## src/design/sdl_pkg.sv

```systemverilog
`timescale 1ns / 1ps
// ----------------------------------------------------------------------------
// Steering drive limiter package
// Shared widths, constants, register indexes and types of the drive pipeline.
// ----------------------------------------------------------------------------
package sdl_pkg;

  localparam int ERR_W       = 16;
  localparam int ABS_W       = ERR_W + 1;
  localparam int PM_W        = 23;
  localparam int PROP_RECIP_W = 24;
  localparam int PROP_SHIFT  = 30;
  localparam int Q_W         = 17;
  localparam int DRIVE_W     = 11;
  localparam int PWM_W       = 10;
  localparam int MAG_W       = 11;
  localparam int RAMP_W      = 16;
  localparam int RAMP_FRAC_W = 8;
  localparam int BYTE_W      = 8;

  // Reciprocal of 100 scaled by two to the power PROP_SHIFT, rounded up.
  localparam logic [PROP_RECIP_W-1:0] PROP_RECIP = 24'd10737419;

  localparam logic [PWM_W-1:0]          PWM_MAX      = 10'd1023;
  localparam logic signed [DRIVE_W-1:0] VALVE_CLAMP  = 11'sd250;
  localparam logic signed [DRIVE_W-1:0] VALVE_OFFSET = 11'sd128;
  localparam int                        VALVE_SHIFT  = 2;

  localparam int CFG_IDX_W  = 3;
  localparam int CFG_DATA_W = 16;

  localparam logic [CFG_IDX_W-1:0] CFG_GAIN     = 3'd0;
  localparam logic [CFG_IDX_W-1:0] CFG_LOW_PWM  = 3'd1;
  localparam logic [CFG_IDX_W-1:0] CFG_HIGH_PWM = 3'd2;
  localparam logic [CFG_IDX_W-1:0] CFG_MIN_PWM  = 3'd3;
  localparam logic [CFG_IDX_W-1:0] CFG_RAMP     = 3'd4;
  localparam logic [CFG_IDX_W-1:0] CFG_INVERT   = 3'd5;
  localparam logic [CFG_IDX_W-1:0] CFG_VALVE    = 3'd6;
  localparam logic [CFG_IDX_W-1:0] CFG_DRIVER   = 3'd7;

  localparam int TDATA_IN_W  = 16;
  localparam int TDATA_OUT_W = 48;

  typedef struct packed {
    logic [BYTE_W-1:0] gain;
    logic [BYTE_W-1:0] low_pwm;
    logic [BYTE_W-1:0] high_pwm;
    logic [BYTE_W-1:0] min_pwm;
    logic [RAMP_W-1:0] ramp_rate;
    logic              invert_direction;
    logic              valve_mode;
    logic              driver_select;
  } cfg_t;

  typedef struct packed {
    logic [PWM_W-1:0]          display_value;
    logic                      right_written;
    logic [PWM_W-1:0]          pwm_right;
    logic [PWM_W-1:0]          pwm_left;
    logic                      direction_written;
    logic                      direction_level;
    logic signed [DRIVE_W-1:0] signed_drive;
  } out_t;

endpackage

```

## src/design/steering_drive_limiter.sv

```systemverilog
`timescale 1ns / 1ps
// ----------------------------------------------------------------------------
// Steering drive limiter
// Proportional steering drive with an error-dependent limit, four stages.
// ----------------------------------------------------------------------------
// An input beat passes through the multiply, divide, limit and map register
// stages in that order before it leaves as a result beat.
// Throughput is one beat per cycle while m_axis_tready is high; each stage moves
// on whenever the stage after it is free, so a held result stalls only full stages.
// Reset clears the valid bits of all stages and returns the configuration registers
// to their defaults: all zero, except high_pwm, which becomes 255.
module steering_drive_limiter #(
  parameter int RAMP_SPAN_CENTIDEG = 300
) (
  input  logic                              clk_i,
  input  logic                              rst_ni,
  input  logic                              s_axis_tvalid,
  output logic                              s_axis_tready,
  // angle_error[15:0]
  input  logic [sdl_pkg::TDATA_IN_W-1:0]    s_axis_tdata,
  output logic                              m_axis_tvalid,
  input  logic                              m_axis_tready,
  // signed_drive[10:0], direction_level[11], direction_written[12],
  // pwm_left[22:13], pwm_right[32:23], right_written[33],
  // display_value[43:34], zero fill[47:44]
  output logic [sdl_pkg::TDATA_OUT_W-1:0]   m_axis_tdata,
  input  logic                              cfg_we_i,
  input  logic [sdl_pkg::CFG_IDX_W-1:0]     cfg_idx_i,
  input  logic [sdl_pkg::CFG_DATA_W-1:0]    cfg_data_i
);

  localparam int AbsWRaw = $clog2(RAMP_SPAN_CENTIDEG);
  localparam int AbsW    = (AbsWRaw < 1) ? 1 : AbsWRaw;
  localparam int RqW     = AbsW + 2;
  localparam int RpW     = AbsW + sdl_pkg::RAMP_W;
  localparam int OutW    = $bits(sdl_pkg::out_t);

  sdl_pkg::cfg_t cfg_q;

  logic v1_q, v2_q, v3_q, v4_q;
  logic rdy1, rdy2, rdy3, rdy4;

  logic [sdl_pkg::PM_W-1:0]          s1_pm;
  logic [RpW-1:0]                    s1_rp;
  logic                              s1_neg, s1_in_ramp;
  logic [sdl_pkg::Q_W-1:0]           s2_q;
  logic [RqW-1:0]                    s2_rq;
  logic                              s2_neg, s2_in_ramp;
  logic signed [sdl_pkg::DRIVE_W-1:0] s3_drive;
  sdl_pkg::out_t                     out_q;
  logic [sdl_pkg::DRIVE_W-1:0]       out_abs;

  always_ff @(posedge clk_i or negedge rst_ni) begin
    if (!rst_ni) begin
      cfg_q.gain             <= '0;
      cfg_q.low_pwm          <= '0;
      cfg_q.high_pwm         <= '1;
      cfg_q.min_pwm          <= '0;
      cfg_q.ramp_rate        <= '0;
      cfg_q.invert_direction <= 1'b0;
      cfg_q.valve_mode       <= 1'b0;
      cfg_q.driver_select    <= 1'b0;
    end else if (cfg_we_i) begin
      unique case (cfg_idx_i)
        sdl_pkg::CFG_GAIN:     cfg_q.gain             <= cfg_data_i[sdl_pkg::BYTE_W-1:0];
        sdl_pkg::CFG_LOW_PWM:  cfg_q.low_pwm          <= cfg_data_i[sdl_pkg::BYTE_W-1:0];
        sdl_pkg::CFG_HIGH_PWM: cfg_q.high_pwm         <= cfg_data_i[sdl_pkg::BYTE_W-1:0];
        sdl_pkg::CFG_MIN_PWM:  cfg_q.min_pwm          <= cfg_data_i[sdl_pkg::BYTE_W-1:0];
        sdl_pkg::CFG_RAMP:     cfg_q.ramp_rate        <= cfg_data_i[sdl_pkg::RAMP_W-1:0];
        sdl_pkg::CFG_INVERT:   cfg_q.invert_direction <= cfg_data_i[0];
        sdl_pkg::CFG_VALVE:    cfg_q.valve_mode       <= cfg_data_i[0];
        sdl_pkg::CFG_DRIVER:   cfg_q.driver_select    <= cfg_data_i[0];
      endcase
    end
  end

  assign rdy4 = ~v4_q | m_axis_tready;
  assign rdy3 = ~v3_q | rdy4;
  assign rdy2 = ~v2_q | rdy3;
  assign rdy1 = ~v1_q | rdy2;

  always_ff @(posedge clk_i or negedge rst_ni) begin
    if (!rst_ni) begin
      v1_q <= 1'b0;
      v2_q <= 1'b0;
      v3_q <= 1'b0;
      v4_q <= 1'b0;
    end else begin
      if (rdy1) begin
        v1_q <= s_axis_tvalid;
      end
      if (rdy2) begin
        v2_q <= v1_q;
      end
      if (rdy3) begin
        v3_q <= v2_q;
      end
      if (rdy4) begin
        v4_q <= v3_q;
      end
    end
  end

  sdl_mul_stage #(
    .AbsW     (AbsW),
    .RampSpan (RAMP_SPAN_CENTIDEG)
  ) u_mul (
    .clk_i     (clk_i),
    .en_i      (rdy1),
    .err_i     (s_axis_tdata[sdl_pkg::ERR_W-1:0]),
    .cfg_i     (cfg_q),
    .pm_o      (s1_pm),
    .rp_o      (s1_rp),
    .neg_o     (s1_neg),
    .in_ramp_o (s1_in_ramp)
  );

  sdl_div_stage #(
    .AbsW (AbsW)
  ) u_div (
    .clk_i     (clk_i),
    .en_i      (rdy2),
    .pm_i      (s1_pm),
    .rp_i      (s1_rp),
    .neg_i     (s1_neg),
    .in_ramp_i (s1_in_ramp),
    .q_o       (s2_q),
    .rq_o      (s2_rq),
    .neg_o     (s2_neg),
    .in_ramp_o (s2_in_ramp)
  );

  sdl_limit_stage #(
    .AbsW (AbsW)
  ) u_limit (
    .clk_i     (clk_i),
    .en_i      (rdy3),
    .q_i       (s2_q),
    .rq_i      (s2_rq),
    .neg_i     (s2_neg),
    .in_ramp_i (s2_in_ramp),
    .cfg_i     (cfg_q),
    .drive_o   (s3_drive)
  );

  sdl_map_stage u_map (
    .clk_i   (clk_i),
    .en_i    (rdy4),
    .drive_i (s3_drive),
    .cfg_i   (cfg_q),
    .out_o   (out_q)
  );

  assign s_axis_tready = rdy1;
  assign m_axis_tvalid = v4_q;
  assign m_axis_tdata  = sdl_pkg::TDATA_OUT_W'(out_q[OutW-1:0]);

  assign out_abs = out_q.signed_drive[sdl_pkg::DRIVE_W-1]
                 ? sdl_pkg::DRIVE_W'(-out_q.signed_drive)
                 : sdl_pkg::DRIVE_W'(out_q.signed_drive);

  a_accept_fills: assert property (@(posedge clk_i) disable iff (!rst_ni)
    s_axis_tvalid && s_axis_tready |=> v1_q)
    else $error("accepted beat did not enter stage one");

  a_one_driver: assert property (@(posedge clk_i) disable iff (!rst_ni)
    m_axis_tvalid |-> (out_q.direction_written != out_q.right_written))
    else $error("both or neither driver outputs flagged");

  a_display_mag: assert property (@(posedge clk_i) disable iff (!rst_ni)
    m_axis_tvalid |-> (out_q.display_value == out_abs[sdl_pkg::PWM_W-1:0]))
    else $error("display value differs from drive magnitude");

  a_valve_range: assert property (@(posedge clk_i) disable iff (!rst_ni)
    m_axis_tvalid && cfg_q.valve_mode |->
      (out_q.signed_drive >= 11'sd65 && out_q.signed_drive <= 11'sd190))
    else $error("valve duty out of range");

endmodule

```

## src/design/sdl_mul_stage.sv

```systemverilog
`timescale 1ns / 1ps
// ----------------------------------------------------------------------------
// Steering drive limiter, stage one
// Takes the error magnitude and forms the gain and ramp products.
// ----------------------------------------------------------------------------
module sdl_mul_stage #(
  parameter int AbsW     = 9,
  parameter int RampSpan = 300
) (
  input  logic                        clk_i,
  input  logic                        en_i,
  input  logic [sdl_pkg::ERR_W-1:0]   err_i,
  input  sdl_pkg::cfg_t               cfg_i,
  output logic [sdl_pkg::PM_W-1:0]    pm_o,
  output logic [AbsW+sdl_pkg::RAMP_W-1:0] rp_o,
  output logic                        neg_o,
  output logic                        in_ramp_o
);

  localparam int RpW = AbsW + sdl_pkg::RAMP_W;
  localparam int PmFullW = sdl_pkg::ABS_W + sdl_pkg::BYTE_W;

  logic [sdl_pkg::ABS_W-1:0] abs_err;
  logic [PmFullW-1:0]        pm_full;
  logic [RpW-1:0]            rp_full;
  logic                      in_ramp;

  always_comb begin
    abs_err = err_i[sdl_pkg::ERR_W-1]
            ? (~{err_i[sdl_pkg::ERR_W-1], err_i} + sdl_pkg::ABS_W'(1))
            : {1'b0, err_i};
    pm_full = PmFullW'(abs_err) * PmFullW'(cfg_i.gain);
    rp_full = RpW'(abs_err[AbsW-1:0]) * RpW'(cfg_i.ramp_rate);
    in_ramp = abs_err < sdl_pkg::ABS_W'(RampSpan);
  end

  always_ff @(posedge clk_i) begin
    if (en_i) begin
      pm_o      <= pm_full[sdl_pkg::PM_W-1:0];
      rp_o      <= rp_full;
      neg_o     <= err_i[sdl_pkg::ERR_W-1];
      in_ramp_o <= in_ramp;
    end
  end

endmodule

```

## src/design/sdl_div_stage.sv

```systemverilog
`timescale 1ns / 1ps
// ----------------------------------------------------------------------------
// Steering drive limiter, stage two
// Divides both products by 100 through multiplication by a reciprocal.
// ----------------------------------------------------------------------------
module sdl_div_stage #(
  parameter int AbsW = 9
) (
  input  logic                            clk_i,
  input  logic                            en_i,
  input  logic [sdl_pkg::PM_W-1:0]        pm_i,
  input  logic [AbsW+sdl_pkg::RAMP_W-1:0] rp_i,
  input  logic                            neg_i,
  input  logic                            in_ramp_i,
  output logic [sdl_pkg::Q_W-1:0]         q_o,
  output logic [AbsW+1:0]                 rq_o,
  output logic                            neg_o,
  output logic                            in_ramp_o
);

  localparam int NW   = AbsW + sdl_pkg::BYTE_W;
  localparam int RpW  = AbsW + sdl_pkg::RAMP_W;
  localparam int S2   = NW + 7;
  localparam int KW2  = NW + 1;
  localparam int PW2  = NW + KW2;
  localparam int RqW  = AbsW + 2;
  localparam longint unsigned K2L = ((64'd1 << S2) + 64'd99) / 64'd100;
  localparam logic [KW2-1:0] K2 = KW2'(K2L);
  localparam int PW1  = sdl_pkg::PM_W + sdl_pkg::PROP_RECIP_W;

  logic [PW1-1:0] pq;
  logic [PW2-1:0] rpq;

  always_comb begin
    pq  = PW1'(pm_i) * PW1'(sdl_pkg::PROP_RECIP);
    rpq = PW2'(rp_i[RpW-1:sdl_pkg::RAMP_FRAC_W]) * PW2'(K2);
  end

  always_ff @(posedge clk_i) begin
    if (en_i) begin
      q_o       <= pq[sdl_pkg::PROP_SHIFT +: sdl_pkg::Q_W];
      rq_o      <= rpq[S2 +: RqW];
      neg_o     <= neg_i;
      in_ramp_o <= in_ramp_i;
    end
  end

endmodule

```

## src/design/sdl_limit_stage.sv

```systemverilog
`timescale 1ns / 1ps
// ----------------------------------------------------------------------------
// Steering drive limiter, stage three
// Adds the minimum PWM, clamps to the limit and applies the inversion.
// ----------------------------------------------------------------------------
module sdl_limit_stage #(
  parameter int AbsW = 9
) (
  input  logic                              clk_i,
  input  logic                              en_i,
  input  logic [sdl_pkg::Q_W-1:0]           q_i,
  input  logic [AbsW+1:0]                   rq_i,
  input  logic                              neg_i,
  input  logic                              in_ramp_i,
  input  sdl_pkg::cfg_t                     cfg_i,
  output logic signed [sdl_pkg::DRIVE_W-1:0] drive_o
);

  localparam int RqW  = AbsW + 2;
  localparam int LimW = ((RqW > sdl_pkg::BYTE_W) ? RqW : sdl_pkg::BYTE_W) + 1;
  localparam int CW   = (LimW > sdl_pkg::MAG_W) ? LimW : sdl_pkg::MAG_W;

  logic [sdl_pkg::PWM_W-1:0] qs;
  logic [sdl_pkg::MAG_W-1:0] mag;
  logic [LimW-1:0]           lim;
  logic [CW-1:0]             clamped;
  logic [sdl_pkg::PWM_W-1:0] dmag;
  logic [sdl_pkg::DRIVE_W-1:0] ext;

  always_comb begin
    qs  = (q_i > sdl_pkg::Q_W'(sdl_pkg::PWM_MAX)) ? sdl_pkg::PWM_MAX
                                                  : q_i[sdl_pkg::PWM_W-1:0];
    mag = (qs == '0) ? '0
                     : sdl_pkg::MAG_W'(qs) + sdl_pkg::MAG_W'(cfg_i.min_pwm);
    lim = in_ramp_i ? LimW'(cfg_i.low_pwm) + LimW'(rq_i) : LimW'(cfg_i.high_pwm);
    clamped = (CW'(mag) > CW'(lim)) ? CW'(lim) : CW'(mag);
    dmag = (clamped > CW'(sdl_pkg::PWM_MAX)) ? sdl_pkg::PWM_MAX
                                              : clamped[sdl_pkg::PWM_W-1:0];
    ext  = sdl_pkg::DRIVE_W'(dmag);
  end

  always_ff @(posedge clk_i) begin
    if (en_i) begin
      drive_o <= (neg_i ^ cfg_i.invert_direction) ? $signed(-ext) : $signed(ext);
    end
  end

endmodule

```

## src/design/sdl_map_stage.sv

```systemverilog
`timescale 1ns / 1ps
// ----------------------------------------------------------------------------
// Steering drive limiter, stage four
// Applies the valve mapping and splits the drive for the selected driver.
// ----------------------------------------------------------------------------
module sdl_map_stage (
  input  logic                               clk_i,
  input  logic                               en_i,
  input  logic signed [sdl_pkg::DRIVE_W-1:0] drive_i,
  input  sdl_pkg::cfg_t                      cfg_i,
  output sdl_pkg::out_t                      out_o
);

  logic signed [sdl_pkg::DRIVE_W-1:0] vclamp;
  logic signed [sdl_pkg::DRIVE_W-1:0] vduty;
  logic signed [sdl_pkg::DRIVE_W-1:0] fin;
  logic [sdl_pkg::DRIVE_W-1:0]        mag;
  sdl_pkg::out_t                      res;

  always_comb begin
    priority if (drive_i > sdl_pkg::VALVE_CLAMP) begin
      vclamp = sdl_pkg::VALVE_CLAMP;
    end else if (drive_i < -sdl_pkg::VALVE_CLAMP) begin
      vclamp = -sdl_pkg::VALVE_CLAMP;
    end else begin
      vclamp = drive_i;
    end
    vduty = (vclamp >>> sdl_pkg::VALVE_SHIFT) + sdl_pkg::VALVE_OFFSET;
    fin   = cfg_i.valve_mode ? vduty : drive_i;
    mag   = fin[sdl_pkg::DRIVE_W-1] ? sdl_pkg::DRIVE_W'(-fin) : sdl_pkg::DRIVE_W'(fin);

    res.signed_drive  = fin;
    res.display_value = mag[sdl_pkg::PWM_W-1:0];
    if (cfg_i.driver_select) begin
      res.direction_level   = ~fin[sdl_pkg::DRIVE_W-1];
      res.direction_written = 1'b1;
      res.pwm_left          = mag[sdl_pkg::PWM_W-1:0];
      res.pwm_right         = '0;
      res.right_written     = 1'b0;
    end else begin
      res.direction_level   = 1'b0;
      res.direction_written = 1'b0;
      res.pwm_left          = (fin > 0) ? mag[sdl_pkg::PWM_W-1:0] : '0;
      res.pwm_right         = (fin > 0) ? '0 : mag[sdl_pkg::PWM_W-1:0];
      res.right_written     = 1'b1;
    end
  end

  always_ff @(posedge clk_i) begin
    if (en_i) begin
      out_o <= res;
    end
  end

endmodule
```

## config.mk

```make
export PLATFORM = sky130hd
export DESIGN_NAME = steering_drive_limiter
export DESIGN_NICKNAME = d
export VERILOG_FILES = /design/src/design/sdl_pkg.sv /design/src/design/steering_drive_limiter.sv /design/src/design/sdl_mul_stage.sv /design/src/design/sdl_div_stage.sv /design/src/design/sdl_limit_stage.sv /design/src/design/sdl_map_stage.sv
export SDC_FILE = /design/constraint.sdc
export NUM_CORES = 2
export LEC_CHECK = 0
export ABC_AREA = 1
export BUFFER_PORTS_ARGS = -buffer_cell sky130_fd_sc_hd__buf_2
export CAP_MARGIN = 5
export CORE_MARGIN = 2
export CORE_UTILIZATION = 40
export CTS_BUF_LIST = sky130_fd_sc_hd__clkbuf_2
export DETAILED_ROUTE_END_ITERATION = 10
export SLEW_MARGIN = 20
export SYNTH_ARGS = -nofsm -noshare
export SYNTH_HDL_FRONTEND = slang
export SYNTH_SLANG_ARGS = --single-unit
```

## constraint.sdc

```tcl
create_clock -name clk_i -period 17.8 [get_ports clk_i]
set_input_delay 0.89 -clock clk_i [delete_from_list [all_inputs] [get_ports clk_i]]
set_output_delay 0.89 -clock clk_i [all_outputs]
set_load 0.02 [all_outputs]
```

# Yosys cells after proc, flatten, opt, wreduce, memory -nomap -nowiden
# Index checks and enable logic that the tools add are counted.
[classes]
magnitude_cmp = 7
muxes = 14
add_sub_neg = 6
n_reduce_logical = 11
n_eq_ne = 7
n_mul = 4
bitwise = 11
[op_table]
columns = ["op", "count"]
rows = [
  ["10-bit two-way mux", 6],
  ["23-bit by 24-bit multiplier with 47-bit output, second input constant", 1],
  ["11-bit two-way mux", 4],
  ["17-bit by 18-bit multiplier with 35-bit output, second input constant", 1],
  ["9-bit by 16-bit multiplier with 25-bit output", 1],
  ["12-bit two-way mux", 2],
  ["17-bit by 8-bit multiplier with 23-bit output", 1],
  ["23-bit two-way mux", 1],
  ["17-bit by 1-bit adder with 17-bit output, second input constant", 1],
  ["17-bit by 10-bit > comparator with 1-bit output, second input constant", 1],
  ["17-bit by 9-bit less-than comparator with 1-bit output, second input constant", 1],
  ["17-bit two-way mux", 1],
  ["17-bit inverter", 1],
  ["2-bit AND reduction", 8],
  ["8-bit by 11-bit adder with 12-bit output", 1],
  ["3-bit == test, second input constant", 4],
  ["11-bit by 12-bit > comparator with 1-bit output", 1],
  ["12-bit by 10-bit > comparator with 1-bit output, second input constant", 1],
  ["10-bit by 8-bit adder with 11-bit output", 1],
  ["11-bit by 1-bit > comparator with 1-bit output, second input constant", 1],
  ["11-bit by 9-bit > comparator with 1-bit output, second input constant", 1],
  ["11-bit by 9-bit less-than comparator with 1-bit output, second input constant", 1],
  ["10-bit negation with 11-bit output", 1],
  ["9-bit by 9-bit adder with 10-bit output, second input constant", 1],
  ["other kinds (9)", 17],
]
[totals]
output_inout_bits = 50
regBits = 190
wordCells = 89
input_bits = 40

# Logic depth before layout (Yosys ltp)
[depth]
depth_word = 10
depth_mapped = 38
ltp_nobuf = 37

# By module
# A second synthesis with hierarchy kept.
[hier_totals]
cells_unflattened = 4368
area_unflattened_um2 = 35295.1
[modules_own_cells]
columns = ["mod", "seq_area_each_um2", "area_each_um2", "instances", "cells_each"]
rows = [
  ["sdl_div_stage", 900.9, 17624.4, 1, 2161],
  ["sdl_mul_stage", 1501.4, 10905.5, 1, 1368],
  ["sdl_limit_stage", 330.3, 2413.6, 1, 380],
  ["steering_drive_limiter", 1386.3, 2254.7, 1, 256],
  ["sdl_map_stage", 1291.2, 2097.0, 1, 203],
]

# Worst setup path before layout
# OpenSTA, ideal clock, no wires.
[synth_path]
kind = "input to register"
start = "in s_axis_tdata[0] in the netlist's numbering"
end = "reg u_mul.rp_o[21] in the netlist's numbering (data pin)"
setup_slack_ps = 11572
setup_time_ps = 265
required_ps = 17535
arrival_ps = 5964
path_buffers = 3
path_stages = 25
cell_sequence = "buf_2 -> clkbuf_1 -> inv_1 -> ha_1 -> nand3_1 -> nand2_1 -> or2_2 -> nand2_1 -> clkinv_1 -> clkbuf_1 -> nor2_1 -> fa_1 -> inv_1 -> fa_1 -> fa_1 -> inv_1 -> fa_1 -> ha_1 -> a21oi_1 -> o21ai_0 -> a211oi_2 -> nor2_1 -> o21ai_0 -> o211ai_1 -> xor2_1"
[synth_between]
elab_chain_len = 4
[synth_rtl]
columns = ["element", "line", "rtl"]
rows = [
  ["from (decl)", "steering_drive_limiter.sv:20", "input logic [sdl_pkg::TDATA_IN_W-1:0] s_axis_tdata,"],
  ["17-bit inverter", "sdl_mul_stage.sv:30", "? (~{err_i[sdl_pkg::ERR_W-1], err_i} + sdl_pkg::ABS_W'(1))"],
  ["17-bit by 1-bit adder with 17-bit output", "sdl_mul_stage.sv:30", ""],
  ["17-bit two-way mux (*)", "sdl_mul_stage.sv:30", ""],
  ["9-bit by 16-bit multiplier with 25-bit output (*)", "sdl_mul_stage.sv:33", "rp_full = RpW'(abs_err[AbsW-1:0]) * RpW'(cfg_i.ramp_rate);"],
  ["named net u_mul.rp_full[21]", "sdl_mul_stage.sv:25", "logic [RpW-1:0] rp_full;"],
  ["to (signal assigned)", "sdl_mul_stage.sv:40", "rp_o <= rp_full;"],
  ["to (decl)", "sdl_mul_stage.sv:15", "output logic [AbsW+sdl_pkg::RAMP_W-1:0] rp_o,"],
]
# Mark *: on every way through the listed nets, which the timed path passes. The rest lies on a longest branch.
# A chain may end at the register's enable or synchronous reset.

# Worst setup path in the final report
[layout_path]
start = "reg u_mul.pm_o[8] in the netlist's numbering"
end = "reg u_div.q_o[13] in the netlist's numbering (data pin)"
[layout_between]
elab_chain_len = 1
[layout_rtl]
columns = ["element", "line", "rtl"]
rows = [
  ["from (decl)", "sdl_mul_stage.sv:14", "output logic [sdl_pkg::PM_W-1:0] pm_o,"],
  ["from (signal assigned)", "sdl_mul_stage.sv:39", "pm_o <= pm_full[sdl_pkg::PM_W-1:0];"],
  ["23-bit by 24-bit multiplier with 47-bit output", "sdl_div_stage.sv:35", "pq = PW1'(pm_i) * PW1'(sdl_pkg::PROP_RECIP);"],
  ["named net u_div.pq[43]", "sdl_div_stage.sv:31", "logic [PW1-1:0] pq;"],
  ["to (signal assigned)", "sdl_div_stage.sv:41", "q_o <= pq[sdl_pkg::PROP_SHIFT +: sdl_pkg::Q_W];"],
  ["to (decl)", "sdl_div_stage.sv:15", "output logic [sdl_pkg::Q_W-1:0] q_o,"],
]
# The timed path passes the listed nets, and every way through them passes these cells.

==> out/results.ini <==
[logic_synthesis]
synth_area_leader_cell=fa_1
yosys-top-cells-area=fa_1 (31%), ha_1 (19%), edfxtp_1 (12%), inv_1 (10%), nand2_1 (6.6%)
async_reset_ff_share_pct=30.4
yosys_register_bits=181
synth_edf_count=126
syn_area_per_cell_sq_um=8.95
yosysWarnings=0
synth-main-ff-cell=edfxtp_1
synth_top_area_share_pct=31.0
syn_area_sq_um=31900
postSynthCellCount=3558
synth_common_cells=inv_1 (846), nand2_1 (557), fa_1 (494)
synth_most_common_cell=inv_1
synth_cell_types=63
ys_seq_area_share_pct=16.2

[floorplanning]
fp.dieH_um=286
coreArea_sq_um=78900
io_pins=90
die-width_um=286
dieArea_sq_um=81900
fp-row-count=103
initial_core_util_pct=40.4

[worst_setup_path]
worst_setup_path_end_kind=flip-flop
worstSetupStartpointType=flip-flop
worst-r2r-cell-count=23
worstPathRequired_ns=18.59
worstPathArrival_ns=7.36
cp_max_fo=6
crit_type=flip-flop to flip-flop

[detailed_routing]
drtIter0Drc=1251
drcViolationCount=0
num_vias=23000
wire_per_inst_um=16.2
route.final.wire_length_um=76000
first_pass_iters=5
drtAntennaViolNets=0
via_per_inst=4.89

[sta]
fin_tns_setup_ns=0
timing.fmax_mhz=152
hold_violations=0
skew_ns=0.0816
relSlewSlack_pct=44.6
worst_pin_slew_ns=0.831
rsz0062_at_grt=no
period_share_pct=36.9
final-setup-viol-count=0
min_period_ns=6.57
slew_viol_final=0

[clocking]
cts_root_buf=clkbuf_2
clk_pin_slew_ns=0.31
insertion_delay_ns=1.05
cts_sinks=181
cts_inserted_buffers=17
cts_buffer_depth=2
htreeDepth=4
cts_tree=built

[grt]
overflow=0
grt_max_degree=56
grt_first_pass_wirelength_um=127000
grt_pass1_vias=24100
grt_usage_pct=19.6
antenna_found_initial=2

[hold_path]
min_path_cells=4
hold_path.class=input pin to flip-flop

[run]
maxCapViolations=0

[final_layout]
nFillCells=7854
syn_to_final_growth_pct=6.21
layout.nets=4663
drive_above_1_share_pct=5.61

[outcome]
status=completed

[placed_design]
gp_congestion=0.905
portBuffers=85
hpwl_um=65600

## state kept, by name, summed over array words and instances (netlist names)
register         count
v1_q                 1
cfg_q               51
u_div.in_ramp_o      1
v3_q                 1
u_mul.rp_o          17
u_div.rq_o          11
u_mul.neg_o          1
u_div.neg_o          1
u_mul.pm_o          23
u_limit.drive_o     11
u_map.out_o         43
m_axis_tvalid        1
u_mul.in_ramp_o      1
v2_q                 1
u_div.q_o           17
## worst max-delay path, cell delays in order, from the launching register on
cell and delay (ns):
edfxtp_1 0.75, ha_1 0.52, inv_1 0.12, fa_1 0.54, inv_1 0.05, fa_1 0.53, inv_1 0.05, fa_1 0.52
fa_1 0.46, fa_1 0.55, inv_1 0.05, fa_1 0.47, ha_1 0.34, nand2_1 0.12, nor2_1 0.07, a211oi_1 0.46
nand2_1 0.11, nand2_1 0.07, nand3_1 0.14, nand2_1 0.11, nand2_1 0.08, nand2_1 0.07, nand2_1 0.05, xor2_1 0.14
## metrics by stage
step	worst slack (ns)	area (sq um)	utilization (%)	cells	hold WS (ns)
after floorplan	11.57	31900	-	3566	0.400
after global placement	10.79	33400	42.4	4658	0.408
after detailed placement	10.59	33400	42.4	4658	0.420
after CTS	11.23	33800	42.9	4701	0.0386
after global routing	10.77	33800	42.9	4702	0.144
final	11.23	33800	42.9	4702	0.229
## layout make-up
type | count | area, sq um | area share, %
Multi-Input combinational cell | 2480 | 23300 | 68.8
Inverter | 858 | 3220 | 9.52
Timing Repair Buffer | 100 | 566 | 1.67
Clock inverter | 15 | 201 | 0.595
Sequential cell | 181 | 5170 | 15.3
Antenna cell | 1 | 2.50 | 0.00739
Clock buffer | 17 | 85.1 | 0.251
Tap cell | 1050 | 1310 | 3.88
## cell families (layout without fill, tap and decap cells)
family	after synthesis	after routing	share of synthesized area, %
flip-flops	181	181	16.2
other	2	11	0.0236
XOR/XNOR	87	87	2.39
AND/OR/NAND/NOR	1027	1027	13.6
multiplexers	3	3	0.0943
buffers and inverters	905	990	10.8
AO/OA/AOI/OAI	368	368	6.56
adder cells (fa/ha/maj)	985	985	50.3
## layout by cell type, fill, tap and decap left out, types with 12 or more instances in the layout
master	count
nand2_1	555
edfxtp_1	126
clkbuf_2	17
nor2_1	272
nand2_2	12
o21ai_0	122
nand4_1	29
dfrtp_1	47
ha_1	491
a21oi_1	152
xor2_1	54
fa_1	494
buf_2	85
inv_1	845
nor3_1	28
xnor2_1	33
a31oi_1	21
nand3_1	74
or2_2	13
## per-layer routing
metal  global-route usage, %  part of all wire [%]
met1                    27.3                    47
met2                    31.5                    45
met3                    3.48                   5.0
met4                    5.33                   2.4
met5                       0                 0.017
## worst paths after layout
kind | from | to | slack (ns)
worst min register to register | u_mul.in_ramp_o | u_div.in_ramp_o | 0.49
worst max register to register | u_mul.pm_o[8] | u_div.q_o[13] | 11.23
worst min-delay path | cfg_idx_i[1] | cfg_q[2] | 0.23
min in group asynchronous | rst_ni | cfg_q[11] | 0.51
max in group asynchronous | rst_ni | cfg_q[0] | 16.72
worst max-delay path | u_mul.pm_o[8] | u_div.q_o[13] | 11.23
## what timing repair did
action / CTS / global route
buffers inserted: 0 / 0
gates resized for setup: 0 / 0
hold buffers: 11 / 0
endpoints found under the hold margin: 57 / 0
Power is not shown: default switching activity piles up to over one toggle a cycle in this logic, so the estimate is an artifact.
